==> config.mk <==
export PLATFORM = sky130hd
export DESIGN_NAME = limit_order_book_matcher_core
export DESIGN_NICKNAME = d
export VERILOG_FILES = /design/src/design/lob_pkg.sv /design/src/design/lob_book.sv /design/src/design/limit_order_book_matcher_core.sv
export SDC_FILE = /design/constraint.sdc
export NUM_CORES = 2
export LEC_CHECK = 0
export BUFFER_PORTS_ARGS = -buffer_cell sky130_fd_sc_hd__buf_2
export CORE_UTILIZATION = 60
export CTS_CLUSTER_DIAMETER = 120
export DETAILED_ROUTE_END_ITERATION = 6
export GPL_ROUTABILITY_DRIVEN = 1
export MAX_ROUTING_LAYER = met4
export PLACE_DENSITY = 0.79
export SLEW_MARGIN = 5
export SYNTH_ARGS = -nofsm -noshare
export SYNTH_HDL_FRONTEND = slang
export SYNTH_SLANG_ARGS = --single-unit
==> constraint.sdc <==
create_clock -name clk -period 17.95 [get_ports clk]
set_input_delay 2.6925 -clock clk [delete_from_list [all_inputs] [get_ports clk]]
set_output_delay 2.6925 -clock clk [all_outputs]
set_load 0.02 [all_outputs]
==> src/design/lob_pkg.sv <==
// ---------------------------------------------------------------------------
// lob_pkg: shared types and constants for the order book matcher
// Field widths, result kind codes and the resting order entry layout.
// ---------------------------------------------------------------------------
package lob_pkg;

  localparam int LOB_DEPTH_DEF = 16;

  localparam int ID_W   = 32;
  localparam int PX_W   = 32;
  localparam int QTY_W  = 31;
  localparam int KIND_W = 2;

  localparam int IN_TDATA_W  = 96;
  localparam int OUT_TDATA_W = 160;

  localparam logic [KIND_W-1:0] KIND_ACCEPT = 2'd0;
  localparam logic [KIND_W-1:0] KIND_REJECT = 2'd1;
  localparam logic [KIND_W-1:0] KIND_TRADE  = 2'd2;
  localparam logic [KIND_W-1:0] KIND_DONE   = 2'd3;

  typedef struct packed {
    logic [ID_W-1:0]  id;
    logic [PX_W-1:0]  price;
    logic [QTY_W-1:0] qty;
  } entry_t;

endpackage

==> src/design/lob_book.sv <==
// ---------------------------------------------------------------------------
// lob_book: storage for one side of the book
// One write port and one registered read port over the resting orders.
// ---------------------------------------------------------------------------
module lob_book
  import lob_pkg::*;
#(
  parameter int  DEPTH = LOB_DEPTH_DEF,
  localparam int AW    = $clog2(DEPTH)
) (
  input  logic          clk,
  input  logic          wr_en,
  input  logic [AW-1:0] wr_addr,
  input  entry_t        wr_data,
  input  logic          rd_en,
  input  logic [AW-1:0] rd_addr,
  output entry_t        rd_data
);

  entry_t mem [DEPTH];
  entry_t rd_data_r;

  always_ff @(posedge clk) begin
    if (wr_en) begin
      mem[wr_addr] <= wr_data;
    end
    if (rd_en) begin
      rd_data_r <= mem[rd_addr];
    end
  end

  assign rd_data = rd_data_r;

endmodule

==> src/design/limit_order_book_matcher_core.sv <==
// ---------------------------------------------------------------------------
// limit_order_book_matcher_core: price-time priority order book matcher
// Steps: a reject or an add to an empty side goes straight to the emit state;
//   any other add walks from the tail in ST_INS, shifting one resting order
//   per cycle, then writes the new order and emits the accept beat.
// A match loops head read (ST_M_RD) and compare (ST_M_CMP) on the shared
//   price comparator, one trade per loop, then emits the done beat.
// One item at a time; in_tready is high only while idle, from the cycle the
//   final beat is registered. Output stalls hold the emit, compare and done states.
// Reset: both books empty, no clearing pass; output stage empty.
// ---------------------------------------------------------------------------
module limit_order_book_matcher_core
  import lob_pkg::*;
#(
  parameter int BOOK_DEPTH = LOB_DEPTH_DEF
) (
  input  logic                   clk,
  input  logic                   rst_n,
  input  logic                   in_tvalid,
  output logic                   in_tready,
  // order_id[31:0], side[32], price[64:33], quantity[95:65]
  input  logic [IN_TDATA_W-1:0]  in_tdata,
  // operation[0]
  input  logic [0:0]             in_tuser,
  output logic                   out_tvalid,
  input  logic                   out_tready,
  // buy_order_id[31:0], buy_price[63:32], sell_order_id[95:64],
  // sell_price[127:96], traded_quantity[158:128], zero[159]
  output logic [OUT_TDATA_W-1:0] out_tdata,
  // kind[1:0]
  output logic [KIND_W-1:0]      out_tuser,
  output logic                   out_tlast
);

  localparam int AW = $clog2(BOOK_DEPTH);
  localparam int CW = $clog2(BOOK_DEPTH + 1);

  localparam logic [2:0] ST_IDLE     = 3'd0;
  localparam logic [2:0] ST_INS      = 3'd1;
  localparam logic [2:0] ST_INS_FIN  = 3'd2;
  localparam logic [2:0] ST_ADD_EMIT = 3'd3;
  localparam logic [2:0] ST_M_RD     = 3'd4;
  localparam logic [2:0] ST_M_CMP    = 3'd5;
  localparam logic [2:0] ST_M_DONE   = 3'd6;

  function automatic logic [AW-1:0] ptr_inc(input logic [AW-1:0] p);
    if (p == AW'(BOOK_DEPTH - 1)) ptr_inc = '0;
    else ptr_inc = p + 1'b1;
  endfunction

  function automatic logic [AW-1:0] ptr_dec(input logic [AW-1:0] p);
    if (p == '0) ptr_dec = AW'(BOOK_DEPTH - 1);
    else ptr_dec = p - 1'b1;
  endfunction

  logic [2:0]        state_r, state_nxt;
  logic [AW-1:0]     bid_head_r, bid_head_nxt, ask_head_r, ask_head_nxt;
  logic [CW-1:0]     bid_cnt_r, bid_cnt_nxt, ask_cnt_r, ask_cnt_nxt;
  logic              side_r, side_nxt;
  entry_t            new_r, new_nxt;
  logic [KIND_W-1:0] kind_r, kind_nxt;
  logic [AW-1:0]     wr_ptr_r, wr_ptr_nxt, rd_ptr_r, rd_ptr_nxt;
  logic [CW-1:0]     walk_r, walk_nxt;

  logic              out_valid_r, out_valid_nxt;
  logic [KIND_W-1:0] out_kind_r, out_kind_nxt;
  logic              out_last_r, out_last_nxt;
  logic [ID_W-1:0]   out_bid_r, out_bid_nxt, out_sid_r, out_sid_nxt;
  logic [PX_W-1:0]   out_bpx_r, out_bpx_nxt, out_spx_r, out_spx_nxt;
  logic [QTY_W-1:0]  out_qty_r, out_qty_nxt;

  logic          b_wr_en, b_rd_en, a_wr_en, a_rd_en;
  logic [AW-1:0] b_wr_addr, b_rd_addr, a_wr_addr, a_rd_addr;
  entry_t        b_wr_data, a_wr_data, b_rd_data, a_rd_data;

  // input fields
  logic             in_op, in_side;
  entry_t           in_entry;

  // selected side while idle
  logic [CW-1:0]    sel_cnt;
  logic [AW-1:0]    sel_head, tail;
  logic [AW:0]      tail_sum;
  logic             full;

  // shared comparator and quantity path
  logic [PX_W-1:0]  lt_a, lt_b;
  logic             lt, crossed, out_free;
  entry_t           ins_e, bid_wb, ask_wb;
  logic [QTY_W:0]   q_diff;
  logic [QTY_W-1:0] trade_q, bid_rem, ask_rem;

  assign in_op          = in_tuser[0];
  assign in_side        = in_tdata[32];
  assign in_entry.id    = in_tdata[31:0];
  assign in_entry.price = in_tdata[64:33];
  assign in_entry.qty   = in_tdata[95:65];

  assign sel_cnt  = in_side ? bid_cnt_r : ask_cnt_r;
  assign sel_head = in_side ? bid_head_r : ask_head_r;
  assign full     = (sel_cnt == CW'(BOOK_DEPTH));

  // physical slot just past the last resting order, with wrap
  always_comb begin
    tail_sum = (AW+1)'(sel_head) + (AW+1)'(sel_cnt[AW-1:0]);
    if (tail_sum >= (AW+1)'(BOOK_DEPTH)) tail_sum = tail_sum - (AW+1)'(BOOK_DEPTH);
    tail = tail_sum[AW-1:0];
  end

  assign ins_e = side_r ? b_rd_data : a_rd_data;

  always_comb begin
    if (state_r == ST_M_CMP) begin
      lt_a = b_rd_data.price;
      lt_b = a_rd_data.price;
    end else if (side_r) begin
      lt_a = ins_e.price;
      lt_b = new_r.price;
    end else begin
      lt_a = new_r.price;
      lt_b = ins_e.price;
    end
  end

  assign lt      = (lt_a < lt_b);
  assign crossed = !lt && (bid_cnt_r != '0) && (ask_cnt_r != '0);

  assign q_diff  = {1'b0, b_rd_data.qty} - {1'b0, a_rd_data.qty};
  assign trade_q = q_diff[QTY_W] ? b_rd_data.qty : a_rd_data.qty;
  assign bid_rem = b_rd_data.qty - trade_q;
  assign ask_rem = a_rd_data.qty - trade_q;

  always_comb begin
    bid_wb     = b_rd_data;
    bid_wb.qty = bid_rem;
    ask_wb     = a_rd_data;
    ask_wb.qty = ask_rem;
  end

  assign out_free  = !out_valid_r || out_tready;
  assign in_tready = (state_r == ST_IDLE);

  always_comb begin
    state_nxt     = state_r;
    bid_head_nxt  = bid_head_r;
    ask_head_nxt  = ask_head_r;
    bid_cnt_nxt   = bid_cnt_r;
    ask_cnt_nxt   = ask_cnt_r;
    side_nxt      = side_r;
    new_nxt       = new_r;
    kind_nxt      = kind_r;
    wr_ptr_nxt    = wr_ptr_r;
    rd_ptr_nxt    = rd_ptr_r;
    walk_nxt      = walk_r;
    out_valid_nxt = out_valid_r && !out_tready;
    out_kind_nxt  = out_kind_r;
    out_last_nxt  = out_last_r;
    out_bid_nxt   = out_bid_r;
    out_bpx_nxt   = out_bpx_r;
    out_sid_nxt   = out_sid_r;
    out_spx_nxt   = out_spx_r;
    out_qty_nxt   = out_qty_r;
    b_wr_en   = 1'b0;
    b_wr_addr = wr_ptr_r;
    b_wr_data = new_r;
    b_rd_en   = 1'b0;
    b_rd_addr = bid_head_r;
    a_wr_en   = 1'b0;
    a_wr_addr = wr_ptr_r;
    a_wr_data = new_r;
    a_rd_en   = 1'b0;
    a_rd_addr = ask_head_r;

    case (state_r)
      ST_IDLE: begin
        if (in_tvalid) begin
          new_nxt  = in_entry;
          side_nxt = in_side;
          if (in_op) begin
            state_nxt = ST_M_RD;
          end else if (full) begin
            kind_nxt  = KIND_REJECT;
            state_nxt = ST_ADD_EMIT;
          end else if (sel_cnt == '0) begin
            // empty side: the order lands at the head
            kind_nxt  = KIND_ACCEPT;
            state_nxt = ST_ADD_EMIT;
            if (in_side) begin
              b_wr_en     = 1'b1;
              b_wr_addr   = tail;
              b_wr_data   = in_entry;
              bid_cnt_nxt = bid_cnt_r + CW'(1);
            end else begin
              a_wr_en     = 1'b1;
              a_wr_addr   = tail;
              a_wr_data   = in_entry;
              ask_cnt_nxt = ask_cnt_r + CW'(1);
            end
          end else begin
            wr_ptr_nxt = tail;
            rd_ptr_nxt = ptr_dec(tail);
            walk_nxt   = sel_cnt;
            state_nxt  = ST_INS;
            if (in_side) begin
              b_rd_en   = 1'b1;
              b_rd_addr = ptr_dec(tail);
            end else begin
              a_rd_en   = 1'b1;
              a_rd_addr = ptr_dec(tail);
            end
          end
        end
      end

      ST_INS: begin
        // walk from the tail; shift lower-ranked orders up one slot
        if (!lt) begin
          kind_nxt  = KIND_ACCEPT;
          state_nxt = ST_ADD_EMIT;
          if (side_r) begin
            b_wr_en     = 1'b1;
            bid_cnt_nxt = bid_cnt_r + CW'(1);
          end else begin
            a_wr_en     = 1'b1;
            ask_cnt_nxt = ask_cnt_r + CW'(1);
          end
        end else begin
          wr_ptr_nxt = rd_ptr_r;
          if (side_r) begin
            b_wr_en   = 1'b1;
            b_wr_data = ins_e;
          end else begin
            a_wr_en   = 1'b1;
            a_wr_data = ins_e;
          end
          if (walk_r == CW'(1)) begin
            state_nxt = ST_INS_FIN;
          end else begin
            rd_ptr_nxt = ptr_dec(rd_ptr_r);
            walk_nxt   = walk_r - CW'(1);
            if (side_r) begin
              b_rd_en   = 1'b1;
              b_rd_addr = ptr_dec(rd_ptr_r);
            end else begin
              a_rd_en   = 1'b1;
              a_rd_addr = ptr_dec(rd_ptr_r);
            end
          end
        end
      end

      ST_INS_FIN: begin
        kind_nxt  = KIND_ACCEPT;
        state_nxt = ST_ADD_EMIT;
        if (side_r) begin
          b_wr_en     = 1'b1;
          bid_cnt_nxt = bid_cnt_r + CW'(1);
        end else begin
          a_wr_en     = 1'b1;
          ask_cnt_nxt = ask_cnt_r + CW'(1);
        end
      end

      ST_ADD_EMIT: begin
        if (out_free) begin
          out_valid_nxt = 1'b1;
          out_kind_nxt  = kind_r;
          out_last_nxt  = 1'b1;
          out_bid_nxt   = '0;
          out_bpx_nxt   = '0;
          out_sid_nxt   = '0;
          out_spx_nxt   = '0;
          out_qty_nxt   = '0;
          state_nxt     = ST_IDLE;
        end
      end

      ST_M_RD: begin
        b_rd_en   = 1'b1;
        a_rd_en   = 1'b1;
        state_nxt = ST_M_CMP;
      end

      ST_M_CMP: begin
        if (!crossed) begin
          state_nxt = ST_M_DONE;
        end else if (out_free) begin
          out_valid_nxt = 1'b1;
          out_kind_nxt  = KIND_TRADE;
          out_last_nxt  = 1'b0;
          out_bid_nxt   = b_rd_data.id;
          out_bpx_nxt   = b_rd_data.price;
          out_sid_nxt   = a_rd_data.id;
          out_spx_nxt   = a_rd_data.price;
          out_qty_nxt   = trade_q;
          state_nxt     = ST_M_RD;
          // pop a filled order, write back the remainder otherwise
          if (bid_rem == '0) begin
            bid_head_nxt = ptr_inc(bid_head_r);
            bid_cnt_nxt  = bid_cnt_r - CW'(1);
          end else begin
            b_wr_en   = 1'b1;
            b_wr_addr = bid_head_r;
            b_wr_data = bid_wb;
          end
          if (ask_rem == '0) begin
            ask_head_nxt = ptr_inc(ask_head_r);
            ask_cnt_nxt  = ask_cnt_r - CW'(1);
          end else begin
            a_wr_en   = 1'b1;
            a_wr_addr = ask_head_r;
            a_wr_data = ask_wb;
          end
        end
      end

      ST_M_DONE: begin
        if (out_free) begin
          out_valid_nxt = 1'b1;
          out_kind_nxt  = KIND_DONE;
          out_last_nxt  = 1'b1;
          out_bid_nxt   = '0;
          out_bpx_nxt   = '0;
          out_sid_nxt   = '0;
          out_spx_nxt   = '0;
          out_qty_nxt   = '0;
          state_nxt     = ST_IDLE;
        end
      end

      default: begin
        state_nxt = ST_IDLE;
      end
    endcase
  end

  always_ff @(posedge clk) begin
    if (!rst_n) begin
      state_r     <= ST_IDLE;
      bid_head_r  <= '0;
      ask_head_r  <= '0;
      bid_cnt_r   <= '0;
      ask_cnt_r   <= '0;
      out_valid_r <= 1'b0;
    end else begin
      state_r     <= state_nxt;
      bid_head_r  <= bid_head_nxt;
      ask_head_r  <= ask_head_nxt;
      bid_cnt_r   <= bid_cnt_nxt;
      ask_cnt_r   <= ask_cnt_nxt;
      out_valid_r <= out_valid_nxt;
    end
  end

  always_ff @(posedge clk) begin
    side_r     <= side_nxt;
    new_r      <= new_nxt;
    kind_r     <= kind_nxt;
    wr_ptr_r   <= wr_ptr_nxt;
    rd_ptr_r   <= rd_ptr_nxt;
    walk_r     <= walk_nxt;
    out_kind_r <= out_kind_nxt;
    out_last_r <= out_last_nxt;
    out_bid_r  <= out_bid_nxt;
    out_bpx_r  <= out_bpx_nxt;
    out_sid_r  <= out_sid_nxt;
    out_spx_r  <= out_spx_nxt;
    out_qty_r  <= out_qty_nxt;
  end

  lob_book #(.DEPTH(BOOK_DEPTH)) u_bids (
    .clk     (clk),
    .wr_en   (b_wr_en),
    .wr_addr (b_wr_addr),
    .wr_data (b_wr_data),
    .rd_en   (b_rd_en),
    .rd_addr (b_rd_addr),
    .rd_data (b_rd_data)
  );

  lob_book #(.DEPTH(BOOK_DEPTH)) u_asks (
    .clk     (clk),
    .wr_en   (a_wr_en),
    .wr_addr (a_wr_addr),
    .wr_data (a_wr_data),
    .rd_en   (a_rd_en),
    .rd_addr (a_rd_addr),
    .rd_data (a_rd_data)
  );

  assign out_tvalid = out_valid_r;
  assign out_tuser  = out_kind_r;
  assign out_tlast  = out_last_r;
  assign out_tdata  = {1'b0, out_qty_r, out_spx_r, out_sid_r, out_bpx_r, out_bid_r};

endmodule

=== Word-level counts from Yosys, hierarchy flattened ===
Memories as Yosys holds them, arrays and structs flattened. A register that Yosys moved wholly into a read port is not among the register bits.
Cells that the tools add are included.

* Output and inout bits: 165
* Logic and storage cells: 298
* Input bits: 101
* Bits in writable memories: 3040
* Register bits after elaboration: 295
* Memories kept: 2

{| class="wikitable"
|+ Memories
! memory !! words !! bits a word !! read ports !! clocked after Yosys merged registers in !! write ports !! RTL line !! source
|-
| u_asks.mem || 16 || 95 || 1 || 1 || 1 || lob_book.sv:20 || <nowiki>entry_t mem [DEPTH];</nowiki>
|-
| u_bids.mem || 16 || 95 || 1 || 1 || 1 || lob_book.sv:20 ||
|}

* Reductions and logical operators: 33
* Muxes and demuxes: 196
* $lt $le $gt $ge: 2
* Add/sub/neg operators: 14
* Equal/unequal tests: 30

{| class="wikitable"
|+ Operators with widths
! operator !! count
|-
| two-way mux 95 bit || 21
|-
| case mux 95 bit (3 select lines) || 2
|-
| two-way mux 32 bit || 13
|-
| case mux 32 bit (2 select lines) || 4
|-
| two-way mux 4 bit || 49
|-
| two-way mux 5 bit || 27
|-
| two-way mux 31 bit || 4
|-
| logical NOT 31 bit || 2
|-
| case mux 31 bit (2 select lines) || 1
|-
| subtractor 31 bit || 2
|-
| case mux 4 bit (2 select lines) || 6
|-
| case mux 5 bit (4 select lines) || 2
|-
| two-way mux 1 bit || 39
|-
| less-than comparator 32 bit || 1
|-
| subtractor 31 x 31 -> 32 bit || 1
|-
| inequality test 2 bit (second input constant) || 12
|-
| two-way mux 2 bit || 11
|-
| two-way mux 3 bit || 7
|-
| AND reduction 10 bit || 2
|-
| case mux 3 bit (6 select lines) || 1
|-
| AND reduction 4 bit || 4
|-
| subtractor 5 x 1 -> 5 bit (second input constant) || 3
|-
| case mux 1 bit (3 select lines) || 4
|-
| case mux 2 bit (3 select lines) || 2
|-
| 31 further kinds || 55
|}

=== Logic depth before layout (Yosys ltp) ===
* Depth in word-level cells: 12
* Gate-level depth with buffers: 25
* Mapped depth without buffers: 22

=== Modules after synthesis ===
A second synthesis with hierarchy kept.

* Cells, all modules: 7474
* Area, all modules: 143372.5 um^2

{| class="wikitable"
|+ Modules (own cells, without submodules)
! module !! cells each !! area an instance (um^2) !! sequential area each (um^2) !! times used
|-
| lob_book (u_asks) || 2434 || 59649.7 || 48496.5 || 1
|-
| lob_book (u_bids) || 2434 || 59644.7 || 48496.5 || 1
|-
| limit_order_book_matcher_core || 2606 || 24078.1 || 8608.3 || 1
|}

=== Worst setup path after synthesis ===
Ideal clock, no wire load.

* Path type: register -> register
* Start point: register, netlist name u_bids.rd_data[5]
* End point: memory u_asks.mem[3][0] (netlist name) (enable)
* Setup time: 815 ps
* Setup slack: 1751 ps
* Required time: 17135 ps
* Cell stages (with the launch flop): 24
* Data arrival time: 15384 ps
* Cell sequence: edfxtp_1 ha_1 a21o_1 a221o_1 a31oi_1 o41ai_1 a21oi_1 clkbuf_1 nor2_1 a21oi_1 inv_1 fa_1 nand2b_1 a21oi_1 o31ai_2 or4_1 a311oi_1 a21oi_1 and4b_1 and4b_1 buf_2 nor2_1 a2bb2oi_1 nor4b_1

* Cells in the longest elaborated chain, start to end: 10
* Elaborated cells on any way between the ends: 14

{| class="wikitable"
|+ RTL lines
! element !! RTL line !! source
|-
| subtractor 31 x 31 -> 32 bit * || limit_order_book_matcher_core.sv:128 || <nowiki>assign q_diff = {1'b0, b_rd_data.qty} - {1'b0, a_rd_data.qty};</nowiki>
|-
| two-way mux 31 bit * || limit_order_book_matcher_core.sv:129 || <nowiki>assign trade_q = q_diff[QTY_W] ? b_rd_data.qty : a_rd_data.qty;</nowiki>
|-
| via trade_q[1] || limit_order_book_matcher_core.sv:91 || <nowiki>logic [QTY_W-1:0] trade_q, bid_rem, ask_rem;</nowiki>
|-
| subtractor 31 bit * || limit_order_book_matcher_core.sv:131 || <nowiki>assign ask_rem = a_rd_data.qty - trade_q;</nowiki>
|-
| logical NOT 31 bit * || limit_order_book_matcher_core.sv:306 || <nowiki>if (ask_rem == '0) begin</nowiki>
|-
| two-way mux 1 bit || limit_order_book_matcher_core.sv:306 ||
|-
| two-way mux 1 bit || limit_order_book_matcher_core.sv:287 || <nowiki>end else if (out_free) begin</nowiki>
|-
| two-way mux 1 bit || limit_order_book_matcher_core.sv:285 || <nowiki>if (!crossed) begin</nowiki>
|-
| case mux 1 bit (3 select lines) || limit_order_book_matcher_core.sv:174 || <nowiki>case (state_r)</nowiki>
|-
| two-way mux 1 bit || lob_book.sv:24 || <nowiki>if (wr_en) begin</nowiki>
|-
| two-way mux 1 bit (not written as such) || lob_book.sv:25 || <nowiki>mem[wr_addr] <= wr_data;</nowiki>
|-
| to (decl) || lob_book.sv:20 ||
|}

Mark *: on every way through the listed nets, which the timed path passes. The rest lies on a longest branch.

=== Final worst setup path ===
* Start point: register state_r[1]
* End point: memory u_bids.mem[4][26] (netlist name) (enable)

* Cells in the longest elaborated chain, start to end: 10
* Elaborated cells on any way between the ends: 17

{| class="wikitable"
|+ RTL lines
! element !! RTL line !! source
|-
| from (decl) || limit_order_book_matcher_core.sv:56 || <nowiki>logic [2:0] state_r, state_nxt;</nowiki>
|-
| from (signal assigned) || limit_order_book_matcher_core.sv:346 || <nowiki>state_r <= state_nxt;</nowiki>
|-
| equality test 3 bit || limit_order_book_matcher_core.sv:113, limit_order_book_matcher_core.sv:174 ||
|-
| two-way mux 32 bit || limit_order_book_matcher_core.sv:113 || <nowiki>if (state_r == ST_M_CMP) begin</nowiki>
|-
| less-than comparator 32 bit || limit_order_book_matcher_core.sv:125 || <nowiki>assign lt = (lt_a < lt_b);</nowiki>
|-
| logical NOT 1 bit || n/a ||
|-
| logical AND 1 bit (2 in series) || limit_order_book_matcher_core.sv:126 || <nowiki>assign crossed = !lt && (bid_cnt_r != '0) && (ask_cnt_r != '0);</nowiki>
|-
| two-way mux 1 bit || limit_order_book_matcher_core.sv:285 ||
|-
| case mux 1 bit (3 select lines) || limit_order_book_matcher_core.sv:174 ||
|-
| two-way mux 1 bit || lob_book.sv:24 ||
|-
| two-way mux 1 bit (not written as such) || lob_book.sv:25 ||
|-
| to (decl) || lob_book.sv:20 ||
|}

Several ways; a longest one is shown, not always the timed one.

==> metrics.md <==
| Metric | Value |
|---|---|
| Slowest CP cell | `o221ai_2` |
| Gpl congestion | `0.985` |
| Height of the chip | `494 um` |
| Critical Path AT | `11840 ps` |
| Clock Path Buffers | `4` |
| Maxcap violations | `0` |
| Final hold slack | `521 ps` |
| CP Class | `flip-flop to flip-flop` |
| R2r setup slk | `6620 ps` |
| # port buffers | `264` |
| Area contributors post-synth | `edfxtp_1 (72%), mux2i_1 (11%), a221o_1 (1.8%), nand2_1 (1.6%), a21oi_1 (1.5%)` |
| Syn Nets | `9297` |
| TritonRoute pass-1 iters | `6` |
| PD cells | `183 nW/um2` |
| Htree depth | `5` |
| Critical path's top delay family | `simple AND/OR/NAND/NOR gates` |
| CP Launch Type | `flip-flop` |
| Placed Area | `150000 um2` |
| Die Wd | `494 um` |
| Clock-pin slew on the worst setup and hold paths | `60 ps` |
| Clock sinks | `3524` |
| Post-synth ARST share | `0%` |
| Min Tclk post-route | `11330 ps` |
| Slew margin rel. | `8.67%` |
| Post-CTS sizing | `0` |
| Pleak | `52.9 nW` |
| Share of layout cells above drive strength 1 | `10.9%` |
| Layout Nets | `9541` |
| Cells on worst reg2reg path | `20` |
| Final Skew | `105 ps` |
| Core ar. | `241000 um2` |
| Die Area | `244000 um2` |
| Post-synthesis sequential area ratio | `72.6%` |
| Initial antenna violation count | `36` |
| Cell count after synthesis | `9046` |
| Design Power | `0.0296 W` |
| Pin count of the biggest net entering global routing | `197` |
| Hold path cells | `2` |
| Remaining global-route overflow | `0` |
| CP endpoint kind | `flip-flop` |
| Post-CTS setup buffer count | `0` |
| Cell Rows | `180` |
| Most instantiated library cell after synthesis | `edfxtp_1` |
| Vias in the first global route | `83.8k` |
| # setup viols final | `0` |
| Antenna viol nets, final | `0` |
| Worst vdd ir | `0.155 mV` |
| Via Count | `86.1k` |
| Worst Min Path Start | `bid_cnt_r[2]` |
| CP Cell Sequence | `nand3b_2 -> inv_1 -> nor2_4 -> buf_4 -> mux2_2 -> ha_1 -> nand4_1 -> or3_1 -> nor3_1 -> o211ai_1 -> o211a_1 -> nor3_2 -> nand2_1 -> nor2_1 -> buf_4 -> nand2b_1 -> o221ai_2 -> nor4b_4 -> buf_4 -> buf_4` |
| TritonCTS clock tree | `built` |
| Yosys cell types | `97` |
| Critical path peak fanout | `55` |
| Avg Cell Area, Syn | `16.1 um2` |
| Routed WL per cell | `32.2 um` |
| Initial cell density of the core | `60.4%` |
| Fin. Hold Viols | `0` |
| Clk_lat worst skew | `990 ps` |
| Reg-to-Reg End | `u_bids.mem[4][26]` |
| Cts bufs inserted | `358` |
| Most used cell, CP | `buf_4` |
| Hold Path Sink | `bid_cnt_r[2]` |
| Post-synth top cells | `edfxtp_1 (3502), mux2i_1 (1562), nand2_1 (614)` |
| Reg-to-reg critical path startpoint | `state_r[1]` |
| Worst hold path class | `flip-flop to flip-flop` |
| Yosys top cell area share | `72.3%` |
| Largest stage delay on the critical path | `1150 ps` |
| WP buf/inv | `5` |
| Design area | `162000 um2` |
| Synth Cell Area | `146000 um2` |
| 1st-iter DRT viols | `10.8k` |
| Setup total negative slack | `0 ps` |
| Setup repair after global routing missed its margin | `false` |
| Period utilization | `63.1%` |
| Flops & latches, synth | `3524` |
| Max Slew Vio Count | `0` |
| CP required | `18460 ps` |
| Estimated wirelength of the detail-placed design | `244000 um` |
| Primary FF master, synth | `edfxtp_1` |
| First-pass GRT wire length | `583000 um` |
| Slew @ Worst Pin | `1360 ps` |
| WL final | `411000 um` |
| Yosys warning count | `0` |
| Post-synth EDFFs | `3502` |
| Yosys top cell by area | `edfxtp_1` |
| Maximum clock rate | `0.0883 GHz` |
| # DRC | `0` |
| GRT Overall Usage | `34.2%` |
| Io pins | `266` |
| Root Driver | `clkbuf_16` |
| Status | `finished, final reports clean` |
| Via/cell ratio | `6.74` |
| Cts hold-fix bufs | `0` |
| Area grow syn2layout | `11.0%` |
[where the power goes]
group / switching [W] / internal [W]
logic: 0.00726 / 0.00318
clock network: 0.00308 / 0.00409
registers: 0.000655 / 0.0113
[worst max-delay path by stage]
stage | start | to | slack (ps) | cells past startpoint
floorplan | u_bids.rd_data[5] | u_asks.mem[3][0] | 1750 | 23
global route | state_r[1] | u_bids.mem[12][37] | 6420 | 19
detailed placement | state_r[1] | u_bids.mem[12][90] | 6970 | 19
finish | state_r[1] | u_bids.mem[4][26] | 6620 | 20
CTS | state_r[1] | u_bids.mem[12][39] | 6970 | 19
global placement | state_r[1] | u_bids.mem[12][89] | 7070 | 19
[state kept, by name, summed over array words and instances (netlist names), 2 cells and up]
register and flops:
ask_cnt_r 5, ask_head_r 4, bid_cnt_r 5, bid_head_r 4
new_r 95, out_bid_r 32, out_bpx_r 32, out_qty_r 31
out_sid_r 32, out_spx_r 32, out_tuser 2, rd_ptr_r 4
state_r 3, u_asks.mem 1520, u_asks.rd_data 95, u_bids.mem 1520
u_bids.rd_data 95, walk_r 5, wr_ptr_r 4
[cells in the final DEF, fill, tap and decap left out, types with 132 or more instances in the layout]
cell / synthesis / layout
o21ai_0: 190 / 188
clkbuf_16: 0 / 361
buf_2: 133 / 264
edfxtp_1: 3502 / 3502
a221o_1: 265 / 265
ha_1: 145 / 145
buf_4: 5 / 132
nor2_1: 177 / 168
a21oi_1: 437 / 435
o22ai_1: 195 / 193
nand2_1: 614 / 610
mux2i_1: 1562 / 1562
and2_1: 224 / 219
[worst register-to-register path: cells and delay by family (launching register included)]
| family | cells | cell delay [ps] |
|---|---|---|
| simple gates | 10 | 4470 |
| buf+inv | 5 | 2750 |
| compound gates | 3 | 1870 |
| flops | 1 | 870 |
| mux | 1 | 440 |
| fa+ha+maj | 1 | 300 |
[metal layers]
layer	vias up	part of all wire [%]	track usage, %
met5	-	0	-
met4	0	6.8	20.1
met3	1075	8.9	5.02
met2	5280	47	52.7
met1	43400	37	43.7
li1	36300	-	-
[metrics by stage]
stage | worst slack [ps] | std cells | util (%)
3_5_place_dp | 6970 | 12100 | 62.5
6_report | 6620 | 12800 | 67.1
3_3_place_gp | 7070 | 12100 | 62.5
4_1_cts | 6970 | 12700 | 67.1
5_1_grt | 6420 | 12800 | 67.1
2_1_floorplan | 1750 | 9046 | -
[kinds of logic after synthesis]
logic type                 count (synthesis)  synth area share [%]
xor gates and xnor gates                  61                 0.367
buffers and inverters                    619                  1.72
AOI/OAI and AO/OA                       1675                  8.18
muxes                                   1599                  11.0
other                                      1               0.00258
and+or+nand+nor                         1417                  4.81
adders and majority gates                150                  1.32
DFF                                     3524                  72.6
[layout make-up]
cell class / instances / area (um2)
multi-input combinational: 4903 / 37900
sequential: 3524 / 106000
inverter: 91 / 342
fill: 15500 / 79200
clock buffer: 418 / 9260
antenna: 32 / 80.1
tap: 3185 / 3990
clock inverter: 205 / 1800
timing repair buffer: 412 / 2630
Power figures use the tool's default switching activity.
